===== src/assert_macros.svh =====
// Assertion macros shared by the touch event queue RTL.
// No dependencies; expects clk_i and rst_ni in the including scope.
`ifndef ASSERT_MACROS_SVH
`define ASSERT_MACROS_SVH

// Property that must hold at every clock edge outside reset.
`define TEQ_ASSERT(lbl, prop) \
  lbl: assert property (@(posedge clk_i) disable iff (!rst_ni) (prop)) \
    else $error("assertion failed");

// Implication checked in the same cycle.
`define TEQ_ASSERT_IMP(lbl, ante, cons) \
  lbl: assert property (@(posedge clk_i) disable iff (!rst_ni) (ante) |-> (cons)) \
    else $error("implication failed");

`endif


===== src/teq_pkg.sv =====
// Types and constants for the touch event queue.
// No dependencies; used by teq_cell and the top level.
`timescale 1ns / 1ps
package teq_pkg;

  localparam int unsigned DEPTH = 16;
  localparam int unsigned IDX_W = $clog2(DEPTH);
  localparam int unsigned CNT_W = $clog2(DEPTH + 1);

  localparam logic [1:0] EV_DOWN = 2'd0;
  localparam logic [1:0] EV_MOVE = 2'd1;
  localparam logic [1:0] EV_UP   = 2'd2;

  localparam logic [1:0] RD_POINT = 2'd0;
  localparam logic [1:0] RD_ERROR = 2'd2;

  localparam logic [2:0] ST_QUEUED    = 3'd0;
  localparam logic [2:0] ST_COALESCED = 3'd1;
  localparam logic [2:0] ST_RESYNC    = 3'd2;
  localparam logic [2:0] ST_OVERFLOW  = 3'd3;
  localparam logic [2:0] ST_ERROR     = 3'd4;
  localparam logic [2:0] ST_IGNORED   = 3'd5;

  localparam logic KIND_OFFER = 1'b0;

  typedef struct packed {
    logic        kind;
    logic [1:0]  read_status;
    logic [11:0] point_x;
    logic [11:0] point_y;
    logic [31:0] stamp_us;
  } req_t;

  typedef struct packed {
    logic [2:0]  offer_status;
    logic        event_valid;
    logic [11:0] event_x;
    logic [11:0] event_y;
    logic [31:0] event_time;
    logic [31:0] event_seq;
    logic [1:0]  event_type;
    logic [4:0]  pending_count;
  } res_t;

  typedef struct packed {
    logic [11:0] x;
    logic [11:0] y;
    logic [1:0]  kind;
    logic [31:0] time_us;
    logic [31:0] seq;
  } entry_t;

  typedef enum logic [1:0] {
    OP_HOLD,
    OP_SHIFT,
    OP_DROP,
    OP_WRITE
  } op_e;

  typedef struct packed {
    op_e              op;
    logic [IDX_W-1:0] widx;
    logic [CNT_W-1:0] count;
    entry_t           wdata;
  } cmd_t;

  typedef enum logic [1:0] {
    S_IDLE,
    S_EXEC,
    S_APPEND2
  } state_e;

endpackage


===== src/teq_cell.sv =====
// One queue cell: holds one event, takes its upper neighbor on shift or drop.
// Depends on teq_pkg.
`timescale 1ns / 1ps
module teq_cell (
  input  logic                        clk_i,
  input  teq_pkg::cmd_t               cmd_i,
  input  logic [teq_pkg::IDX_W-1:0]   idx_i,
  input  teq_pkg::entry_t             nbr_i,
  input  logic                        found_i,
  output logic                        found_o,
  output teq_pkg::entry_t             ent_o
);

  teq_pkg::entry_t ent_q, ent_d;
  logic            valid;

  always_comb begin
    valid   = ({1'b0, idx_i} < cmd_i.count);
    // a move at or below this cell: this cell closes the gap on drop
    found_o = found_i | (valid && (ent_q.kind == teq_pkg::EV_MOVE));
    unique case (cmd_i.op)
      teq_pkg::OP_HOLD:  ent_d = ent_q;
      teq_pkg::OP_SHIFT: ent_d = nbr_i;
      teq_pkg::OP_DROP:  ent_d = found_o ? nbr_i : ent_q;
      teq_pkg::OP_WRITE: ent_d = (idx_i == cmd_i.widx) ? cmd_i.wdata : ent_q;
      default:           ent_d = ent_q;
    endcase
  end

  always_ff @(posedge clk_i) begin
    ent_q <= ent_d;
  end

  assign ent_o = ent_q;

endmodule


===== src/touch_event_queue_coalescing_core.sv =====
// Touch event queue core: control sequencer over a row of teq_cell stages.
// Depends on teq_pkg, teq_cell and assert_macros.svh.
// Sequence: a request is accepted in S_IDLE and executed in S_EXEC; a compaction or a
//   two-event resync adds an S_APPEND2 state for the second cell write.
// Pacing: a new request is taken only in S_IDLE; the single cell write port forces the extra state.
// Reset: asynchronous, active low; queue empty, sequence 0, lift count 3; done_o never stalls.
`timescale 1ns / 1ps
`include "assert_macros.svh"
module touch_event_queue_coalescing_core (
  input  logic           clk_i,
  input  logic           rst_ni,
  input  logic           start,
  output logic           busy,
  input  teq_pkg::req_t  req_i,
  output logic           done_o,
  output teq_pkg::res_t  res_o,
  input  logic           cfg_we_i,
  input  logic [3:0]     cfg_wdata_i
);

  localparam int unsigned IW = teq_pkg::IDX_W;
  localparam int unsigned CW = teq_pkg::CNT_W;

  // control state
  teq_pkg::state_e   state_q, state_d;
  logic [3:0]        lcr_q;
  logic [CW-1:0]     count_q, count_d;
  logic [31:0]       seq_q, seq_d;
  logic              pd_q, pd_d;      // producer side touching
  logic              cd_q, cd_d;      // consumer side touching
  logic [3:0]        run_q, run_d;    // no-touch run length
  logic              done_q, done_d;

  // payload
  teq_pkg::req_t     req_q;
  logic [23:0]       last_xy_q, last_xy_d;
  logic [23:0]       held_pt_q, held_pt_d;
  logic [63:0]       held_ts_q, held_ts_d;
  teq_pkg::entry_t   pend_q, pend_d;  // second write of a two-step request
  logic [2:0]        stat_q, stat_d;
  teq_pkg::res_t     res_q, res_d;

  // cell row
  teq_pkg::cmd_t     cmd;
  teq_pkg::entry_t   ents [teq_pkg::DEPTH];
  logic [teq_pkg::DEPTH:0] found;

  assign found[0] = 1'b0;

  for (genvar g = 0; g < teq_pkg::DEPTH; g++) begin : g_cell
    teq_pkg::entry_t nbr;
    if (g == teq_pkg::DEPTH - 1) begin : g_last
      assign nbr = ents[g];
    end else begin : g_mid
      assign nbr = ents[g+1];
    end
    teq_cell u_cell (
      .clk_i   (clk_i),
      .cmd_i   (cmd),
      .idx_i   (IW'(g)),
      .nbr_i   (nbr),
      .found_i (found[g]),
      .found_o (found[g+1]),
      .ent_o   (ents[g])
    );
  end

  // execute-step helpers
  logic [31:0]       seq_n;
  logic [CW-1:0]     cnt_m1;
  logic [1:0]        newest_kind;
  logic              any_move;
  logic [4:0]        run_inc, run_new;
  teq_pkg::entry_t   ev;
  logic              do_put;
  logic [2:0]        put_res;
  logic [31:0]       down_seq;

  assign seq_n       = seq_q + 32'd1;
  assign cnt_m1      = count_q - CW'(1);
  assign newest_kind = ents[cnt_m1[IW-1:0]].kind;
  assign any_move    = found[teq_pkg::DEPTH];
  assign run_inc     = {1'b0, run_q} + 5'd1;
  assign run_new     = (run_inc > {1'b0, lcr_q}) ? {1'b0, lcr_q} : run_inc;

  always_comb begin
    state_d   = state_q;
    count_d   = count_q;
    seq_d     = seq_q;
    pd_d      = pd_q;
    cd_d      = cd_q;
    run_d     = run_q;
    last_xy_d = last_xy_q;
    held_pt_d = held_pt_q;
    held_ts_d = held_ts_q;
    pend_d    = pend_q;
    stat_d    = stat_q;
    done_d    = 1'b0;
    res_d     = res_q;
    cmd.op    = teq_pkg::OP_HOLD;
    cmd.widx  = count_q[IW-1:0];
    cmd.count = count_q;
    cmd.wdata = pend_q;
    do_put    = 1'b0;
    put_res   = teq_pkg::ST_QUEUED;
    down_seq  = seq_n;
    ev.x       = req_q.point_x;
    ev.y       = req_q.point_y;
    ev.kind    = pd_q ? teq_pkg::EV_MOVE : teq_pkg::EV_DOWN;
    ev.time_us = req_q.stamp_us;
    ev.seq     = seq_n;

    unique case (state_q)
      teq_pkg::S_IDLE: begin
        if (start) begin
          state_d = teq_pkg::S_EXEC;
        end
      end

      teq_pkg::S_EXEC: begin
        res_d = '0;
        if (req_q.kind == teq_pkg::KIND_OFFER) begin
          seq_d = seq_n;
          if (req_q.read_status == teq_pkg::RD_ERROR) begin
            put_res = teq_pkg::ST_ERROR;
          end else if (req_q.read_status == teq_pkg::RD_POINT) begin
            run_d     = '0;
            last_xy_d = {req_q.point_y, req_q.point_x};
            do_put    = 1'b1;
          end else if (!pd_q) begin
            put_res = teq_pkg::ST_IGNORED;
          end else if (run_new < {1'b0, lcr_q}) begin
            run_d   = run_new[3:0];
            put_res = teq_pkg::ST_IGNORED;
          end else begin
            // lift confirmed: up at the last point
            ev.x    = last_xy_q[11:0];
            ev.y    = last_xy_q[23:12];
            ev.kind = teq_pkg::EV_UP;
            run_d   = run_new[3:0];
            do_put  = 1'b1;
          end

          if (do_put) begin
            priority if (ev.kind == teq_pkg::EV_MOVE && count_q != '0 &&
                         newest_kind == teq_pkg::EV_MOVE) begin
              cmd.op    = teq_pkg::OP_WRITE;
              cmd.widx  = cnt_m1[IW-1:0];
              cmd.wdata = ev;
              put_res   = teq_pkg::ST_COALESCED;
            end else if (count_q == CW'(teq_pkg::DEPTH)) begin
              if (any_move) begin
                // compact out the oldest move, append next cycle
                cmd.op  = teq_pkg::OP_DROP;
                count_d = cnt_m1;
                pend_d  = ev;
                state_d = teq_pkg::S_APPEND2;
                put_res = teq_pkg::ST_QUEUED;
              end else if (ev.kind == teq_pkg::EV_MOVE) begin
                put_res = teq_pkg::ST_OVERFLOW;
              end else begin
                // resync: restart the queue, with a consistent down/up pair where one is needed
                put_res  = teq_pkg::ST_RESYNC;
                cmd.op   = teq_pkg::OP_WRITE;
                cmd.widx = '0;
                count_d  = CW'(1);
                cmd.wdata = ev;
                if (ev.kind == teq_pkg::EV_DOWN && cd_q) begin
                  cmd.wdata.x    = last_xy_q[11:0];
                  cmd.wdata.y    = last_xy_q[23:12];
                  cmd.wdata.kind = teq_pkg::EV_UP;
                  seq_d          = seq_n + 32'd1;
                  down_seq       = seq_n + 32'd1;
                  pend_d         = ev;
                  pend_d.seq     = seq_n + 32'd1;
                  state_d        = teq_pkg::S_APPEND2;
                end else if (ev.kind == teq_pkg::EV_UP && !cd_q) begin
                  cmd.wdata.x       = held_pt_q[11:0];
                  cmd.wdata.y       = held_pt_q[23:12];
                  cmd.wdata.kind    = teq_pkg::EV_DOWN;
                  cmd.wdata.time_us = held_ts_q[63:32];
                  cmd.wdata.seq     = held_ts_q[31:0];
                  pend_d            = ev;
                  state_d           = teq_pkg::S_APPEND2;
                end
              end
            end else begin
              cmd.op    = teq_pkg::OP_WRITE;
              cmd.wdata = ev;
              count_d   = count_q + CW'(1);
              put_res   = teq_pkg::ST_QUEUED;
            end

            if (put_res != teq_pkg::ST_OVERFLOW) begin
              if (ev.kind == teq_pkg::EV_DOWN) begin
                pd_d      = 1'b1;
                held_pt_d = {ev.y, ev.x};
                held_ts_d = {ev.time_us, down_seq};
              end else if (ev.kind == teq_pkg::EV_UP) begin
                pd_d  = 1'b0;
                run_d = '0;
              end
            end
          end
          res_d.offer_status = put_res;
        end else if (count_q != '0) begin
          // pop the oldest event from cell 0
          cmd.op            = teq_pkg::OP_SHIFT;
          count_d           = cnt_m1;
          res_d.event_valid = 1'b1;
          res_d.event_x     = ents[0].x;
          res_d.event_y     = ents[0].y;
          res_d.event_time  = ents[0].time_us;
          res_d.event_seq   = ents[0].seq;
          res_d.event_type  = ents[0].kind;
          if (ents[0].kind == teq_pkg::EV_DOWN) begin
            cd_d = 1'b1;
          end else if (ents[0].kind == teq_pkg::EV_UP) begin
            cd_d = 1'b0;
          end
        end
        stat_d = put_res;
        res_d.pending_count = 5'(count_d);
        if (state_d == teq_pkg::S_EXEC) begin
          state_d = teq_pkg::S_IDLE;
          done_d  = 1'b1;
        end
      end

      teq_pkg::S_APPEND2: begin
        cmd.op    = teq_pkg::OP_WRITE;
        cmd.widx  = count_q[IW-1:0];
        cmd.wdata = pend_q;
        count_d   = count_q + CW'(1);
        res_d.offer_status  = stat_q;
        res_d.pending_count = 5'(count_d);
        state_d   = teq_pkg::S_IDLE;
        done_d    = 1'b1;
      end

      default: state_d = teq_pkg::S_IDLE;
    endcase
  end

  always_ff @(posedge clk_i or negedge rst_ni) begin
    if (!rst_ni) begin
      state_q   <= teq_pkg::S_IDLE;
      lcr_q     <= 4'd3;
      count_q   <= '0;
      seq_q     <= '0;
      pd_q      <= 1'b0;
      cd_q      <= 1'b0;
      run_q     <= '0;
      done_q    <= 1'b0;
      last_xy_q <= '0;
      held_pt_q <= '0;
      held_ts_q <= '0;
    end else begin
      state_q   <= state_d;
      if (cfg_we_i) begin
        lcr_q <= cfg_wdata_i;
      end
      count_q   <= count_d;
      seq_q     <= seq_d;
      pd_q      <= pd_d;
      cd_q      <= cd_d;
      run_q     <= run_d;
      done_q    <= done_d;
      last_xy_q <= last_xy_d;
      held_pt_q <= held_pt_d;
      held_ts_q <= held_ts_d;
    end
  end

  always_ff @(posedge clk_i) begin
    if (start && !busy) begin
      req_q <= req_i;
    end
    pend_q <= pend_d;
    stat_q <= stat_d;
    res_q  <= res_d;
  end

  assign busy   = (state_q != teq_pkg::S_IDLE);
  assign done_o = done_q;
  assign res_o  = res_q;

  `TEQ_ASSERT(a_count_bound, count_q <= CW'(teq_pkg::DEPTH))
  `TEQ_ASSERT_IMP(a_done_idle, done_q, state_q == teq_pkg::S_IDLE)
  `TEQ_ASSERT_IMP(a_pop_status, done_q && res_q.event_valid, res_q.offer_status == 3'd0)
  `TEQ_ASSERT_IMP(a_pending_match, done_q, res_q.pending_count == 5'(count_q))

endmodule


===== config.mk =====
export PLATFORM = sky130hd
export DESIGN_NAME = touch_event_queue_coalescing_core
export DESIGN_NICKNAME = d
export VERILOG_FILES = /design/src/teq_pkg.sv /design/src/teq_cell.sv /design/src/touch_event_queue_coalescing_core.sv
export VERILOG_INCLUDE_DIRS = /design/src /design/src/src
export SDC_FILE = /design/constraint.sdc
export NUM_CORES = 2
export LEC_CHECK = 0
export BUFFER_PORTS_ARGS = -buffer_cell sky130_fd_sc_hd__clkbuf_2
export CAP_MARGIN = 30
export CORE_AREA = 5 5 528 661
export CTS_CLUSTER_DIAMETER = 30
export DETAILED_ROUTE_END_ITERATION = 7
export DIE_AREA = 0 0 533 666
export SLEW_MARGIN = 20
export SYNTH_ARGS = -nofsm -noshare
export SYNTH_HDL_FRONTEND = slang
export SYNTH_HIERARCHICAL = 1
export SYNTH_SLANG_ARGS = --single-unit

===== constraint.sdc =====
create_clock -name clk_i -period 24.3 [get_ports clk_i]
set_input_delay 7.29 -clock clk_i [delete_from_list [all_inputs] [get_ports clk_i]]
set_output_delay 7.29 -clock clk_i [all_outputs]
set_load 0.01 [all_outputs]

==> impl_metrics.py <==
metrics = {
    "timing": {
        "finalSetupViolations": 0,
        "clock_skew_ns": 0.129,
        "fin_ws_ns": 12.10,
        "fmax_ghz": 0.0820,
        "hold_viol_final": 0,
        "slew_violations": 0,
        "fin_hold_ws_ns": 0.424,
        "tns_ns": 0,
        "rsz0062_at_grt": "no",
        "period_share_pct": 50.2,
        "slew_headroom_pct": 28.0,
        "finalCriticalPeriod_ns": 12.20,
        "worstMarginPinSlew_ns": 1.08,
    },
    "place": {
        "placedCellCount": 9945,
        "gp_congestion": 0.839,
        "dp_hpwl_um": 143000,
        "numPortBuffers": 167,
        "pre_cts_ws_ns": 12.23,
    },
    "grt": {
        "grt_max_degree": 87,
        "antenna_found_initial": 10,
        "gr-total-overflow": 0,
        "grt_use_total_pct": 12.2,
        "met3_usage_pct": 2.28,
        "grt_pass1_wl_um": 334000,
        "top_usage_layer": "met2",
        "grt_pass1_vias": 51100,
        "grt_util_met1_pct": 14.5,
        "grtUsageMet2_pct": 21.4,
    },
    "synth": {
        "synthArstFlopShare_pct": 8.74,
        "netlist_area_um2": 85000,
        "synth.distinct_cells": 92,
        "synth_edf_count": 1691,
        "yosysWarnings": 6,
        "yosysSeqAreaShare_pct": 64.5,
        "synth_seq_cells": 1853,
        "ys.flop_type": "edfxtp_1",
        "avgSynthCellArea_um2": 16.1,
        "netlist_instances": 5292,
    },
    "power": {
        "leakagePower_nw": 36.7,
        "ir_drop_mv": 0.0680,
        "p_per_area_nw_per_um2": 115,
    },
    "clocking": {
        "cts_buffers": 340,
        "cts_resized": 0,
        "clock_sinks": 1853,
        "holdBufCountCts": 0,
        "cts_tree": "built",
        "clk_latency_ns": 0.90,
        "post_cts_buffers": 0,
        "root_buffer": "clkbuf_16",
        "ctsHtreeMaxLevel": 5,
        "cts.path.max_buffers": 4,
        "path_clk_slew_ns": 0.05,
    },
    "worst_setup_path": {
        "path_delay_family": "compound AO/OA/AOI/OAI gates",
        "rrSetupSlack_ns": 12.10,
        "crit_fanout": 48,
        "cpMostUsedCell": "a21oi_1",
        "cp-start-kind": "flip-flop",
        "cp-end-kind": "flip-flop",
        "critPathKind": "reg -> reg",
        "timing.critical_path.buf_inv": 3,
        "rr_worst_depth": 45,
        "worst_ep_required_time_ns": 24.76,
        "slowest_delay_ns": 0.90,
        "crit_cells": 45,
        "crit_path_top_delay_cell": "dfrtp_1",
        "cp.arrival_ns": 12.65,
    },
    "detailed_routing": {
        "drt-total-wl_um": 222000,
        "antenna_left": 0,
        "viasPerCell": 4.51,
        "vias": 47700,
        "drc": 0,
        "drt_iter0_drc": 3198,
        "wl_per_cell_um": 21.0,
        "dr.pass1.iters": 6,
    },
    "final_layout": {
        "finish.utilization_pct": 30.0,
        "drive_above_1_share_pct": 40.5,
        "fin_nets": 5929,
        "stdcell_count": 10600,
        "areaGrowthSynthToFinish_pct": 20.7,
    },
    "die": {
        "die_area_um2": 355000,
        "pin_count": 168,
        "dieWidth_um": 533,
        "core_um2": 343000,
        "initial_core_util_pct": 24.8,
        "placementRows": 241,
        "die-height_um": 666,
    },
    "status": {
        "status": "finished, final reports clean",
    },
    "hold_path": {
        "holdPathStages": 0,
        "hp-class": "reg -> reg",
    },
    "job": {
        "maxCapViolCount": 0,
    },
}
worst paths after layout:
kind | start | to
worst max-delay path | count_q[2] | g_cell[15].u_cell/ent_o[43]
worst min-delay path | ev[57] | pend_q[57]
worst max register to register | count_q[2] | g_cell[15].u_cell/ent_o[43]
worst min register to register | ev[57] | pend_q[57]
max in group asynchronous | rst_ni | held_ts_q[3]
min in group asynchronous | rst_ni | lcr_q[3]
metrics by stage:
stage	area [um^2]	power (mW)
finish	103000	11.8
global route	103000	12.3
CTS	102000	11.9
detailed placement	90900	7.09
global placement	90700	7.00
floorplan	85500	6.19
placed cells by master (no fill, tap or decap), types with 55 or more instances in the layout:
master	instances
edfxtp_1	1691
mux2_2	1348
clkbuf_16	343
nand2_1	316
clkbuf_2	166
dfrtp_1	160
nor2_1	151
mux2_4	144
xnor2_1	139
conb_1	130
buf_4	126
inv_1	110
and3_1	95
o21ai_0	92
a21oi_1	80
ha_1	62
clkinv_2	55
state kept, by name (all words and copies together) (netlist names):
register             flops
run_q                    4
count_q                  5
req_q                   27
cd_q                     1
last_xy_q               24
done_o                   1
res_o                   99
seq_q                   32
g_cell.u_cell/ent_o   1440
pd_q                     1
stat_q                   3
ev                      32
pend_q                  90
lcr_q                    4
held_pt_q               24
held_ts_q               64
state_q                  2
power by group:
| group | total [mW] | leakage (nW) | internal, mW | switching, mW |
|---|---|---|---|---|
| clock | 4.76 | 5.60 | 3.14 | 1.63 |
| combinational | 2.25 | 13.5 | 0.805 | 1.44 |
| sequential | 4.77 | 17.6 | 4.49 | 0.281 |
| total | 11.8 | 36.7 | 8.43 | 3.35 |
cell families after synthesis:
| family | Yosys count | share of synthesized area [%] |
|---|---|---|
| simple gates | 869 | 5.30 |
| buf+inv | 385 | 3.49 |
| other cells | 2 | 0.00883 |
| mux | 1500 | 20.5 |
| flops | 1853 | 64.5 |
| compound gates | 437 | 3.37 |
| xor+xnor | 183 | 1.90 |
| fa+ha+maj | 63 | 0.927 |
synth_stat cells (8+ instances only):
library cell / number / share of area (%)
a21oi_1: 83 / 0.49
a221o_1: 24 / 0.28
a22oi_1: 54 / 0.48
a31o_1: 17 / 0.18
a31oi_1: 22 / 0.16
and2_1: 10 / 0.074
and3_1: 95 / 0.70
and4_1: 8 / 0.082
buf_2: 26 / 0.15
clkbuf_1: 88 / 0.39
clkbuf_8: 144 / 2.3
dfrtp_1: 160 / 4.7
edfxtp_1: 1691 / 60
ha_1: 63 / 0.93
inv_1: 110 / 0.49
mux2_2: 1348 / 18
mux2_4: 144 / 2.5
nand2_1: 317 / 1.4
nand2_4: 16 / 0.21
nand2b_1: 23 / 0.17
nand3_1: 32 / 0.19
nand4_1: 45 / 0.33
nor2_1: 166 / 0.73
nor2b_1: 29 / 0.21
nor3_1: 42 / 0.25
nor3b_1: 17 / 0.15
nor4_1: 13 / 0.096
o21ai_0: 115 / 0.68
o21ai_1: 11 / 0.065
o22ai_1: 38 / 0.28
o31ai_1: 12 / 0.11
o32ai_1: 8 / 0.082
or3_1: 9 / 0.066
xnor2_1: 139 / 1.4
xor2_1: 42 / 0.43
area by class of cell:
type | count | area [um^2]
tap | 4495 | 5620
antenna | 7 | 17.5
sequential | 1853 | 54800
timing repair buffer | 311 | 2120
fill | 33700 | 240000
clock inverter | 233 | 2780
clock buffer | 386 | 8820
multi-input combinational | 3182 | 28000
inverter | 111 | 417
routing by layer:
layer  up-vias  share of wire, %
met2      1322                50
met1     24500                41
met5         -            0.0095
met4         4               4.1
met3       413               5.1
li1      21400                 -
Power figures use the tool's default switching activity.
